### config.mk
export PLATFORM = sky130hd
export DESIGN_NAME = utf8_stream_validator_top
export DESIGN_NICKNAME = d
export VERILOG_FILES = /design/src/sv/utf8v_pkg.sv /design/src/sv/utf8v_front.sv /design/src/sv/utf8v_queue.sv /design/src/sv/utf8v_back.sv /design/src/sv/utf8_stream_validator_top.sv
export SDC_FILE = /design/constraint.sdc
export NUM_CORES = 1
export LEC_CHECK = 0
export ABC_CLOCK_PERIOD_IN_PS = 15700
export BUFFER_PORTS_ARGS = -buffer_cell sky130_fd_sc_hd__buf_2
export CAP_MARGIN = 0
export CORE_UTILIZATION = 31
export CTS_CLUSTER_DIAMETER = 200
export DETAILED_ROUTE_END_ITERATION = 16
export PLACE_DENSITY_LB_ADDON = 0.25
export SYNTH_ARGS = -nofsm -noshare
export SYNTH_HDL_FRONTEND = slang
export SYNTH_SLANG_ARGS = --single-unit
### constraint.sdc
create_clock -name i_clk -period 15.7 [get_ports i_clk]
set_clock_uncertainty 0.1 [all_clocks]
set_input_delay 1.57 -clock i_clk [delete_from_list [all_inputs] [get_ports i_clk]]
set_output_delay 1.57 -clock i_clk [all_outputs]
set_load 0.02 [all_outputs]
### src/sv/utf8v_pkg.sv
`timescale 1ns / 1ps
// ----------------------------------------------------------------------------
// utf8v_pkg
// shared types and constants for the utf-8 stream checker
// ----------------------------------------------------------------------------
package utf8v_pkg;

    localparam int POS_BITS  = 32;
    localparam int OUT_BITS  = 32;
    localparam int N_CLASSES = 6;
    localparam int QUEUE_DEPTH = 2;

    typedef logic [2:0] t_cls;

    localparam t_cls CLS_ASCII   = 3'd0;
    localparam t_cls CLS_CONT    = 3'd1;
    localparam t_cls CLS_LEAD2   = 3'd2;
    localparam t_cls CLS_LEAD3   = 3'd3;
    localparam t_cls CLS_LEAD4   = 3'd4;
    localparam t_cls CLS_INVALID = 3'd5;

    typedef struct packed {
        logic [7:0] data_byte;
        t_cls       cls;
        logic       last;
    } t_item;

endpackage

### src/sv/utf8v_front.sv
`timescale 1ns / 1ps
// ----------------------------------------------------------------------------
// utf8v_front
// sorts each incoming byte into its utf-8 class and forms a queue entry
// ----------------------------------------------------------------------------
module utf8v_front (
    input  logic [7:0]      i_data_byte,
    input  logic            i_last,
    output utf8v_pkg::t_item o_item
);
    import utf8v_pkg::*;

    localparam logic [7:0] B_C2 = 8'hC2;
    localparam logic [7:0] B_DF = 8'hDF;
    localparam logic [7:0] B_E0 = 8'hE0;
    localparam logic [7:0] B_EF = 8'hEF;
    localparam logic [7:0] B_F0 = 8'hF0;
    localparam logic [7:0] B_F4 = 8'hF4;

    t_cls w_cls;

    always_comb begin
        priority if (!i_data_byte[7]) begin
            w_cls = CLS_ASCII;
        end else if (i_data_byte[7:6] == 2'b10) begin
            w_cls = CLS_CONT;
        end else if (i_data_byte >= B_C2 && i_data_byte <= B_DF) begin
            w_cls = CLS_LEAD2;
        end else if (i_data_byte >= B_E0 && i_data_byte <= B_EF) begin
            w_cls = CLS_LEAD3;
        end else if (i_data_byte >= B_F0 && i_data_byte <= B_F4) begin
            w_cls = CLS_LEAD4;
        end else begin
            w_cls = CLS_INVALID;
        end
    end

    assign o_item.data_byte = i_data_byte;
    assign o_item.cls       = w_cls;
    assign o_item.last      = i_last;

endmodule

### src/sv/utf8v_queue.sv
`timescale 1ns / 1ps
// ----------------------------------------------------------------------------
// utf8v_queue
// two-entry queue between the classifier and the checker
// ----------------------------------------------------------------------------
module utf8v_queue (
    input  logic             i_clk,
    input  logic             i_rst_n,
    input  logic             i_push,
    input  utf8v_pkg::t_item i_item,
    output logic             o_full,
    input  logic             i_pop,
    output logic             o_nonempty,
    output utf8v_pkg::t_item o_item
);
    import utf8v_pkg::*;

    localparam int PTR_BITS = $clog2(QUEUE_DEPTH);
    localparam int CNT_BITS = $clog2(QUEUE_DEPTH + 1);

    t_item                r_mem [QUEUE_DEPTH];
    logic [PTR_BITS-1:0]  r_wr_ptr;
    logic [PTR_BITS-1:0]  r_rd_ptr;
    logic [CNT_BITS-1:0]  r_count;

    assign o_full     = (r_count == CNT_BITS'(QUEUE_DEPTH));
    assign o_nonempty = (r_count != '0);
    assign o_item     = r_mem[r_rd_ptr];

    always_ff @(posedge i_clk) begin
        if (i_push) begin
            r_mem[r_wr_ptr] <= i_item;
        end
    end

    always_ff @(posedge i_clk) begin
        if (!i_rst_n) begin
            r_wr_ptr <= '0;
            r_rd_ptr <= '0;
            r_count  <= '0;
        end else begin
            if (i_push) begin
                r_wr_ptr <= (r_wr_ptr == PTR_BITS'(QUEUE_DEPTH - 1)) ? '0 : r_wr_ptr + 1'b1;
            end
            if (i_pop) begin
                r_rd_ptr <= (r_rd_ptr == PTR_BITS'(QUEUE_DEPTH - 1)) ? '0 : r_rd_ptr + 1'b1;
            end
            unique case ({i_push, i_pop})
                2'b10:   r_count <= r_count + 1'b1;
                2'b01:   r_count <= r_count - 1'b1;
                default: r_count <= r_count;
            endcase
        end
    end

endmodule

### src/sv/utf8v_back.sv
`timescale 1ns / 1ps
// ----------------------------------------------------------------------------
// utf8v_back
// class counters, sequence checker and result register
// ----------------------------------------------------------------------------
module utf8v_back #(
    parameter int COUNT_BITS = 32
) (
    input  logic                           i_clk,
    input  logic                           i_rst_n,
    input  logic                           i_nonempty,
    input  utf8v_pkg::t_item               i_item,
    output logic                           o_pop,
    output logic                           o_valid,
    input  logic                           i_ready,
    output logic [utf8v_pkg::OUT_BITS-1:0] o_ascii_count,
    output logic [utf8v_pkg::OUT_BITS-1:0] o_continuation_count,
    output logic [utf8v_pkg::OUT_BITS-1:0] o_leader2_count,
    output logic [utf8v_pkg::OUT_BITS-1:0] o_leader3_count,
    output logic [utf8v_pkg::OUT_BITS-1:0] o_leader4_count,
    output logic [utf8v_pkg::OUT_BITS-1:0] o_invalid_count,
    output logic                           o_stream_valid,
    output logic [utf8v_pkg::OUT_BITS-1:0] o_first_error_pos
);
    import utf8v_pkg::*;

    localparam logic [COUNT_BITS-1:0] CNT_MAX = '1;
    localparam logic [POS_BITS-1:0]   POS_MAX = '1;
    localparam logic [7:0] B_E0 = 8'hE0;
    localparam logic [7:0] B_ED = 8'hED;
    localparam logic [7:0] B_F0 = 8'hF0;
    localparam logic [7:0] B_F4 = 8'hF4;
    localparam logic [7:0] B_A0 = 8'hA0;
    localparam logic [7:0] B_9F = 8'h9F;
    localparam logic [7:0] B_90 = 8'h90;
    localparam logic [7:0] B_8F = 8'h8F;

    logic [COUNT_BITS-1:0] r_counts [N_CLASSES];
    logic [COUNT_BITS-1:0] n_counts [N_CLASSES];
    logic [POS_BITS-1:0]   r_pos, n_pos;
    logic [1:0]            r_rem, n_rem;
    logic [1:0]            r_seq_off, n_seq_off;
    logic [7:0]            r_lead, n_lead;
    logic [POS_BITS-1:0]   r_lead_pos, n_lead_pos;
    logic                  r_range, n_range;
    logic                  r_bad, n_bad;
    logic [POS_BITS-1:0]   r_bad_pos, n_bad_pos;
    logic                  r_err, n_err;
    logic [POS_BITS-1:0]   r_err_pos, n_err_pos;

    logic                  r_out_valid;
    logic [OUT_BITS-1:0]   r_out_counts [N_CLASSES];
    logic [OUT_BITS-1:0]   n_out_counts [N_CLASSES];
    logic                  r_out_ok;
    logic [OUT_BITS-1:0]   r_out_err_pos;

    logic                  w_range_hit;

    assign o_pop = i_nonempty && (!i_item.last || !r_out_valid || i_ready);

    assign w_range_hit = (r_lead == B_E0 && i_item.data_byte < B_A0) ||
                         (r_lead == B_ED && i_item.data_byte > B_9F) ||
                         (r_lead == B_F0 && i_item.data_byte < B_90) ||
                         (r_lead == B_F4 && i_item.data_byte > B_8F);

    always_comb begin
        for (int k = 0; k < N_CLASSES; k++) begin
            n_counts[k] = r_counts[k];
            if (i_item.cls == t_cls'(k) && r_counts[k] != CNT_MAX) begin
                n_counts[k] = r_counts[k] + 1'b1;
            end
        end
        n_pos      = (r_pos != POS_MAX) ? r_pos + 1'b1 : r_pos;
        n_rem      = r_rem;
        n_seq_off  = r_seq_off;
        n_lead     = r_lead;
        n_lead_pos = r_lead_pos;
        n_range    = r_range;
        n_bad      = r_bad;
        n_bad_pos  = r_bad_pos;
        n_err      = r_err;
        n_err_pos  = r_err_pos;

        if (!r_err) begin
            if (r_rem != 2'd0) begin
                if (r_seq_off == 2'd1 && w_range_hit) begin
                    n_range = 1'b1;
                end
                if (!r_bad && i_item.cls != CLS_CONT) begin
                    n_bad     = 1'b1;
                    n_bad_pos = r_pos;
                end
                n_rem     = r_rem - 1'b1;
                n_seq_off = r_seq_off + 1'b1;
                if (n_rem == 2'd0) begin
                    if (n_bad) begin
                        n_err     = 1'b1;
                        n_err_pos = n_bad_pos;
                    end else if (n_range) begin
                        n_err     = 1'b1;
                        n_err_pos = r_lead_pos;
                    end
                    n_seq_off = 2'd0;
                end
            end else if (i_item.cls == CLS_CONT || i_item.cls == CLS_INVALID) begin
                n_err     = 1'b1;
                n_err_pos = r_pos;
            end else if (i_item.cls != CLS_ASCII) begin
                n_rem      = 2'(i_item.cls - 3'd1);
                n_seq_off  = 2'd1;
                n_lead     = i_item.data_byte;
                n_lead_pos = r_pos;
                n_range    = 1'b0;
                n_bad      = 1'b0;
                n_bad_pos  = '0;
            end
            if (i_item.last && n_rem != 2'd0 && !n_err) begin
                n_err     = 1'b1;
                n_err_pos = n_lead_pos;
            end
        end

        for (int k = 0; k < N_CLASSES; k++) begin
            if (COUNT_BITS > OUT_BITS && n_counts[k] > COUNT_BITS'({OUT_BITS{1'b1}})) begin
                n_out_counts[k] = '1;
            end else begin
                n_out_counts[k] = OUT_BITS'(n_counts[k]);
            end
        end
    end

    // stream state
    always_ff @(posedge i_clk) begin
        if (!i_rst_n || (o_pop && i_item.last)) begin
            for (int k = 0; k < N_CLASSES; k++) begin
                r_counts[k] <= '0;
            end
            r_pos      <= '0;
            r_rem      <= '0;
            r_seq_off  <= '0;
            r_lead     <= '0;
            r_lead_pos <= '0;
            r_range    <= 1'b0;
            r_bad      <= 1'b0;
            r_bad_pos  <= '0;
            r_err      <= 1'b0;
            r_err_pos  <= '0;
        end else if (o_pop) begin
            r_counts   <= n_counts;
            r_pos      <= n_pos;
            r_rem      <= n_rem;
            r_seq_off  <= n_seq_off;
            r_lead     <= n_lead;
            r_lead_pos <= n_lead_pos;
            r_range    <= n_range;
            r_bad      <= n_bad;
            r_bad_pos  <= n_bad_pos;
            r_err      <= n_err;
            r_err_pos  <= n_err_pos;
        end
    end

    // result register
    always_ff @(posedge i_clk) begin
        if (!i_rst_n) begin
            r_out_valid <= 1'b0;
        end else if (o_pop && i_item.last) begin
            r_out_valid <= 1'b1;
        end else if (i_ready) begin
            r_out_valid <= 1'b0;
        end
    end

    always_ff @(posedge i_clk) begin
        if (o_pop && i_item.last) begin
            r_out_counts  <= n_out_counts;
            r_out_ok      <= !n_err;
            r_out_err_pos <= n_err ? OUT_BITS'(n_err_pos) : '0;
        end
    end

    assign o_valid              = r_out_valid;
    assign o_ascii_count        = r_out_counts[CLS_ASCII];
    assign o_continuation_count = r_out_counts[CLS_CONT];
    assign o_leader2_count      = r_out_counts[CLS_LEAD2];
    assign o_leader3_count      = r_out_counts[CLS_LEAD3];
    assign o_leader4_count      = r_out_counts[CLS_LEAD4];
    assign o_invalid_count      = r_out_counts[CLS_INVALID];
    assign o_stream_valid       = r_out_ok;
    assign o_first_error_pos    = r_out_err_pos;

endmodule

### src/sv/utf8_stream_validator_top.sv
`timescale 1ns / 1ps
// ----------------------------------------------------------------------------
// utf8_stream_validator_top
// utf-8 stream checker: class counts and first structural error per stream
// ----------------------------------------------------------------------------
// throughput: one byte per cycle unless a held result stalls a final byte
// result path: a stream's final byte is written into the queue, then the checker
//   updates the result register, which presents the result for that stream
// stalls: a final byte waits in the queue while an unaccepted result is held
// reset: i_rst_n synchronous active low; empties the queue, clears all
//   counters and sequence state, and drops o_valid
module utf8_stream_validator_top #(
    parameter int COUNT_BITS = 32
) (
    input  logic                           i_clk,
    input  logic                           i_rst_n,
    input  logic                           i_valid,
    output logic                           o_ready,
    input  logic [7:0]                     i_data_byte,
    input  logic                           i_last,
    output logic                           o_valid,
    input  logic                           i_ready,
    output logic [utf8v_pkg::OUT_BITS-1:0] o_ascii_count,
    output logic [utf8v_pkg::OUT_BITS-1:0] o_continuation_count,
    output logic [utf8v_pkg::OUT_BITS-1:0] o_leader2_count,
    output logic [utf8v_pkg::OUT_BITS-1:0] o_leader3_count,
    output logic [utf8v_pkg::OUT_BITS-1:0] o_leader4_count,
    output logic [utf8v_pkg::OUT_BITS-1:0] o_invalid_count,
    output logic                           o_stream_valid,
    output logic [utf8v_pkg::OUT_BITS-1:0] o_first_error_pos
);
    import utf8v_pkg::*;

    t_item w_in_item;
    t_item w_q_item;
    logic  w_full;
    logic  w_nonempty;
    logic  w_pop;

    assign o_ready = !w_full;

    utf8v_front u_front (
        .i_data_byte (i_data_byte),
        .i_last      (i_last),
        .o_item      (w_in_item)
    );

    utf8v_queue u_queue (
        .i_clk      (i_clk),
        .i_rst_n    (i_rst_n),
        .i_push     (i_valid && !w_full),
        .i_item     (w_in_item),
        .o_full     (w_full),
        .i_pop      (w_pop),
        .o_nonempty (w_nonempty),
        .o_item     (w_q_item)
    );

    utf8v_back #(
        .COUNT_BITS (COUNT_BITS)
    ) u_back (
        .i_clk                (i_clk),
        .i_rst_n              (i_rst_n),
        .i_nonempty           (w_nonempty),
        .i_item               (w_q_item),
        .o_pop                (w_pop),
        .o_valid              (o_valid),
        .i_ready              (i_ready),
        .o_ascii_count        (o_ascii_count),
        .o_continuation_count (o_continuation_count),
        .o_leader2_count      (o_leader2_count),
        .o_leader3_count      (o_leader3_count),
        .o_leader4_count      (o_leader4_count),
        .o_invalid_count      (o_invalid_count),
        .o_stream_valid       (o_stream_valid),
        .o_first_error_pos    (o_first_error_pos)
    );

endmodule

==> reports/qor.csv, run 1 <==
metric,value,unit
largest net degree at the start of global routing,187,
gr ovfl total,0,
area grow syn2layout,15.7,%
"EDFF count, synth",249,
Comb pwr share,0.269,
layout cells sized above 1,0.143,
Max clock buf depth,3,
post-synthesis register bit count,590,
Die Y,307,um
post-route cell area,33300,sq um
fmax,0.219,GHz
Total Routing Usage GR,0.165,
PortBufs,239,
WP buf/inv,2,
clk sinks,590,
Initial Util,0.314,
hold_buf cts,0,
total power,4.90,mW
sequential share of power,0.392,
CTS tree,done,
vias in the first global route,21600,
sequential share of the synthesized area,0.497,
Via density,5.10,
WL/cell,17.8,um
setup repair bufs after CTS,0,
num rows,111,
H-Tree Depth,3,
DP Area,31000,sq um
critical-path maximum fanout,76,
worst skew pair latency,0.61,ns
global route hottest layer,met2,
Synth top area share,0.260,
mean post-synth cell area,9.49,sq um
most frequent cell on the critical path,buf_4,
gate count of the mapped netlist,3035,
Top delay family on crit path,buffers and inverters,
grt met2 use,0.276,
dpl cells,4324,
PwrDens,147,nW/um^2
worst slew pin tran,1.17,ns
final worst-path setup slack,11.13,ns
top post-synthesis cells by area,"edfxtp_1 26%, dfxtp_1 24%, xnor2_1 6.2%",
hold crit path type,register to register,
Setup CP Type,register to register,
global-route wire length before repair,124,mm
yosys warns,0,
Clk pwr share,0.339,
syn nets,3062,
Max stage delay on crit path,0.95,ns
met1 usage,0.216,
Post-layout nets,3182,
Worst slew margin,0.220,
RSZ-0062 raised after global routing,false,
Synth cell types,91,
critical-path cell list,mux2_2 -> a21o_4 -> nor2_4 -> buf_4 -> buf_4,
switching share of power,0.365,
Clk Tree Root Cell,clkbuf_16,
final hold vios,0,
post_cts resized,0,
startpoint types,register,
CTS Buf Count,72,
Antenna Nets Post-Route,0,
die extent in x,307,um
Setup crit end kind,register,
Core ar.,91800,sq um
async set-reset flop share out of synthesis,0,
Ports,240,
"worst slack, placed",10.66,ns
most common cell in the netlist,dfxtp_1,
Post-synth top flop,dfxtp_1,
"Slew Viols, Final",0,
met3 Track Usage GR,0.0264,
placer congestion estimate,0.814,
DRC violations left,0,
maximum vdd drop,88.4,uV
Post-synth top cells,"341 x dfxtp_1, 319 x nor2_1, 279 x nand2_1",
via count,22700,
die area,94200,sq um
total routed wirelength,79.2,mm
Yosys top cell by area,edfxtp_1,
crit path time final,4.57,ns
Tcrit/Tclk final,0.291,
arrival time at the worst endpoint,4.69,ns
CP Data Required Time,15.82,ns
final core occ,0.363,
outcome,"finished, final reports clean",
post-synthesis cell area,28800,sq um
DP HPWL,51.5,mm
DR pass1 iterations,7,
"Slowest-stage cell, CP",dfxtp_1,
Layout Cells excl Fill,4457,
initial antenna violation count,3,
Final setup viols,0,
maxcap violations,0,
Setup TNS,0,ns
number of DRC markers in iteration 0,1382,
clock slew at reported path FFs,0.06,ns
Leakage,11.1,nW
switching power,1.79,mW
Int Power,3.11,mW
worst hold slack,0.359,ns
## worst min-delay path: stages (launching register included)
cell and delay [ns]:
dfxtp_1 0.31, nand2_1 0.05, mux2i_1 0.05
## final timing paths
check	from	to	slack, ns	depth (start not counted)
hold reg to reg	u_back.r_counts[95]$_SDFFE_PP0P_	u_back.r_counts[95]$_SDFFE_PP0P_	0.36	2
hold / removal	u_back.r_counts[95]$_SDFFE_PP0P_	u_back.r_counts[95]$_SDFFE_PP0P_	0.36	2
setup / recovery	register	u_back.o_continuation_count[9]$_DFFE_PP_	11.13	5
setup reg to reg	register	u_back.o_continuation_count[9]$_DFFE_PP_	11.13	5
## power groups by stage
| stage | Clock, mW | Sequential (mW) | Combinational (mW) |
|---|---|---|---|
| after global placement | 0 | 1.96 | 1.32 |
| final | 1.66 | 1.92 | 1.32 |
| after detailed placement | 0 | 1.96 | 1.33 |
| after floorplan | 0 | 2.13 | 0.739 |
| after CTS | 1.71 | 1.93 | 1.33 |
| after global routing | 1.77 | 1.94 | 1.43 |
## state kept, by name, indices dropped and copies added, names as in the netlist, 32 cells and up, named ones only
| name | count |
|---|---|
| u_back.o_ascii_count | 32 |
| u_back.o_continuation_count | 32 |
| u_back.o_first_error_pos | 32 |
| u_back.o_invalid_count | 32 |
| u_back.o_leader2_count | 32 |
| u_back.o_leader3_count | 32 |
| u_back.o_leader4_count | 32 |
| u_back.r_bad_pos | 32 |
| u_back.r_counts | 192 |
| u_back.r_err_pos | 32 |
| u_back.r_lead_pos | 32 |
| u_back.r_pos | 32 |
## cell families after synthesis
kind of cell,synth area share
AOI/OAI and AO/OA,0.120
xor gates and xnor gates,0.104
adders and majority gates,0.00608
buffers and inverters,0.0387
DFF,0.497
muxes,0.0146
and+or+nand+nor,0.221
## layout make-up
class / count / area (sq um)
Clock buffer: 97 / 2020
Timing Repair Buffer: 269 / 1430
Inverter: 42 / 158
Sequential cell: 590 / 14300
Multi-Input combinational cell: 2180 / 13500
Fill cell: 9323 / 58500
Tap cell: 1243 / 1560
Clock inverter: 35 / 334
Antenna cell: 1 / 2.50
## cells in the final DEF, fill, tap and decap left out, types with 7 or more instances in the layout
cell / netlist / layout
nand3b_1: 8 / 8
o211ai_1: 8 / 8
a31oi_1: 8 / 8
clkinv_1: 2 / 7
dfxtp_1: 341 / 341
buf_2: 77 / 239
a211oi_1: 78 / 78
ha_1: 14 / 14
a311oi_1: 23 / 23
nand2_1: 279 / 278
and2_1: 20 / 19
or2_2: 18 / 18
xnor2_1: 205 / 205
o31ai_1: 24 / 24
nand4_1: 88 / 88
a22o_1: 27 / 27
clkbuf_1: 133 / 15
nor4_1: 63 / 63
a21oi_1: 163 / 163
nor3b_1: 7 / 7
mux2i_1: 34 / 34
clkbuf_8: 0 / 8
and3_1: 29 / 29
o22ai_1: 30 / 30
clkbuf_16: 0 / 74
nor3_1: 127 / 126
edfxtp_1: 249 / 249
o21ai_0: 96 / 93
nand2b_1: 7 / 7
or3_1: 58 / 58
xor2_1: 136 / 136
clkinv_2: 0 / 13
or4_1: 29 / 29
and4_1: 19 / 19
inv_1: 40 / 40
nor2_1: 319 / 316
nand4b_1: 7 / 7
nand3_1: 152 / 152
buf_4: 4 / 29
## routing by layer
| metal | share of wire | wire, um |
|---|---|---|
| met1 | 0.45 | 35900 |
| met2 | 0.48 | 38400 |
| met3 | 0.041 | 3210 |
| met4 | 0.022 | 1730 |
| met5 | 0 | 0 |
Power figures use the tool's default switching activity.
==> run 2: changes to the inputs <==
--- a/config.mk
+++ b/config.mk
@@ -5,7 +5,7 @@
 export SDC_FILE = /design/constraint.sdc
 export NUM_CORES = 1
 export LEC_CHECK = 0
-export ABC_CLOCK_PERIOD_IN_PS = 15700
+export ABC_CLOCK_PERIOD_IN_PS = 4600
 export BUFFER_PORTS_ARGS = -buffer_cell sky130_fd_sc_hd__buf_2
 export CAP_MARGIN = 0
 export CORE_UTILIZATION = 31
==> constraint.sdc (replaced) <==
create_clock -name i_clk -period 4.6 [get_ports i_clk]
set_clock_uncertainty 0.1 [all_clocks]
set_input_delay 0.46 -clock i_clk [delete_from_list [all_inputs] [get_ports i_clk]]
set_output_delay 0.46 -clock i_clk [all_outputs]
set_load 0.02 [all_outputs]
==> reports/qor.csv, run 2 (synthesized netlist as in run 1, its figures left out) <==
metric,value,unit,change
PwrDens,509,nW/um^2,+250%
maxcap violations,0,,unchanged
clk sinks,590,,unchanged
total power,17.1,mW,+250%
Ports,240,,unchanged
worst reg2reg path depth,9,,+4
"most common cell after layout, fill and taps aside",dfxtp_1,,
max reg flops,192,,unchanged
Antenna Nets Post-Route,0,,unchanged
Worst slew margin,0.219,,-0.000931
CTS tree,done,,
num rows,111,,unchanged
clock slew at reported path FFs,0.06,ns,about the same
Clk Tree Root Cell,clkbuf_16,,
Via density,5.10,,about the same
"Slew Viols, Final",0,,unchanged
PortBufs,239,,unchanged
Hold Crit Depth,2,,unchanged
Max clock buf depth,3,,unchanged
area grow syn2layout,16.9,%,
DRC violations left,0,,unchanged
die extent in x,307,um,unchanged
Leakage,11.3,nW,+1.9%
WL/cell,18.2,um,+2.1%
CTS Buf Count,68,,-5.6%
Layout Cells excl Fill,4494,,+0.83%
Die Y,307,um,unchanged
Setup TNS,0,ns,unchanged
Post-layout nets,3222,,+1.3%
startpoint types,register,,
Reg with most FFs,u_back.r_counts,,
most frequent cells in the layout,"340 x dfxtp_1, 316 x nor2_1, 278 x nand2_1",,
crit path time final,4.06,ns,-0.513 ns
Setup CP Type,register to register,,
Final setup viols,0,,unchanged
die area,94200,sq um,unchanged
via count,22900,,+0.93%
initial antenna violation count,5,,+2
worst slew pin tran,1.17,ns,-0.000661 ns
arrival time at the worst endpoint,4.31,ns,-0.38 ns
DP HPWL,53.5,mm,+4.0%
worst skew pair latency,0.62,ns,about the same
outcome,"finished, final reports clean",,
DR pass1 iterations,5,,-2
largest net degree at the start of global routing,122,,-35%
Core ar.,91800,sq um,unchanged
vias in the first global route,21700,,+0.46%
Setup crit end kind,register,,
layout cells sized above 1,0.151,,+0.00765
maximum vdd drop,391,uV,+340%
Initial Util,0.314,,unchanged
hold crit path type,primary input to register,,
gr ovfl total,0,,unchanged
final hold vios,0,,unchanged
placer congestion estimate,0.793,,-2.5%
fmax,0.247,GHz,+13%
dpl cells,4359,,+0.81%
RSZ-0062 raised after global routing,false,,
DP Area,31300,sq um,+0.93%
H-Tree Depth,3,,unchanged
total routed wirelength,81.6,mm,+3.0%
number of DRC markers in iteration 0,1580,,+14%
post-route cell area,33700,sq um,+1.1%
CP Data Required Time,4.86,ns,-10.96 ns
global-route wire length before repair,127,mm,+2.5%
Tcrit/Tclk final,0.882,,+0.591
critical-path maximum fanout,20,,-74%
Total Routing Usage GR,0.169,,+0.00449
worst hold slack,0.107,ns,-0.252 ns
run 2: critical path: stages, from the launching register on:
cell	delay [ns]
dfxtp_2	0.67
mux2i_1	0.44
inv_1	0.14
ha_1	0.34
a21oi_1	0.45
a31oi_2	0.18
and3_1	0.22
nor2_2	0.72
buf_4	0.40
a211oi_1	0.12
run 2: final cells by class:
type,count,area [sq um]
Tap cell,1243,1560
Clock buffer,90,1870
Antenna cell,2,5.00
Fill cell,9234,58100
Timing Repair Buffer,313,1840
Sequential cell,590,14300
Inverter,42,158
Clock inverter,34,478
Multi-Input combinational cell,2180,13500
run 2: what timing repair did:
action,in CTS,in global routing
hold buffers,9,0
hold endpoints to repair,18,0
resized for setup,0,0
buffers inserted,0,0
run 2: worst paths after layout:
path / startpoint / end / slack, ns
worst max-delay path: register / u_back.o_first_error_pos[22]$_SDFFCE_PN0P_ / 0.54
worst min-delay path: i_rst_n / u_queue.r_wr_ptr$_SDFFE_PN0P_ / 0.11
worst max register to register: register / u_back.o_first_error_pos[22]$_SDFFCE_PN0P_ / 0.54
worst min register to register: u_back.r_seq_off[1]$_SDFFE_PP0P_ / u_back.r_seq_off[1]$_SDFFE_PP0P_ / 0.36
run 2: metal layers:
metal | track usage | vias up | wire length [um]
met1 | 0.228 | 11000 | 37800
li1 | - | 11300 | -
met3 | 0.0274 | 115 | 3580
met5 | 0 | - | 17
met4 | 0.0533 | 2 | 1730
met2 | 0.277 | 461 | 38400
run 2: power by group:
| part | leakage (nW) | internal, mW | total (mW) | switching (mW) |
|---|---|---|---|---|
| combinational | 5.06 | 1.23 | 4.86 | 3.63 |
| clock | 1.14 | 3.44 | 5.74 | 2.30 |
| sequential | 5.12 | 6.20 | 6.54 | 0.333 |
| total | 11.3 | 10.9 | 17.1 | 6.26 |
run 2: through the flow:
step / utilization / worst slack, ns
6_report: 0.367 / 0.544
5_1_grt: 0.367 / 0.382
4_1_cts: 0.367 / 0.592
3_5_place_dp: 0.340 / 0.609
3_3_place_gp: 0.340 / 0.694
2_1_floorplan: - / -0.641
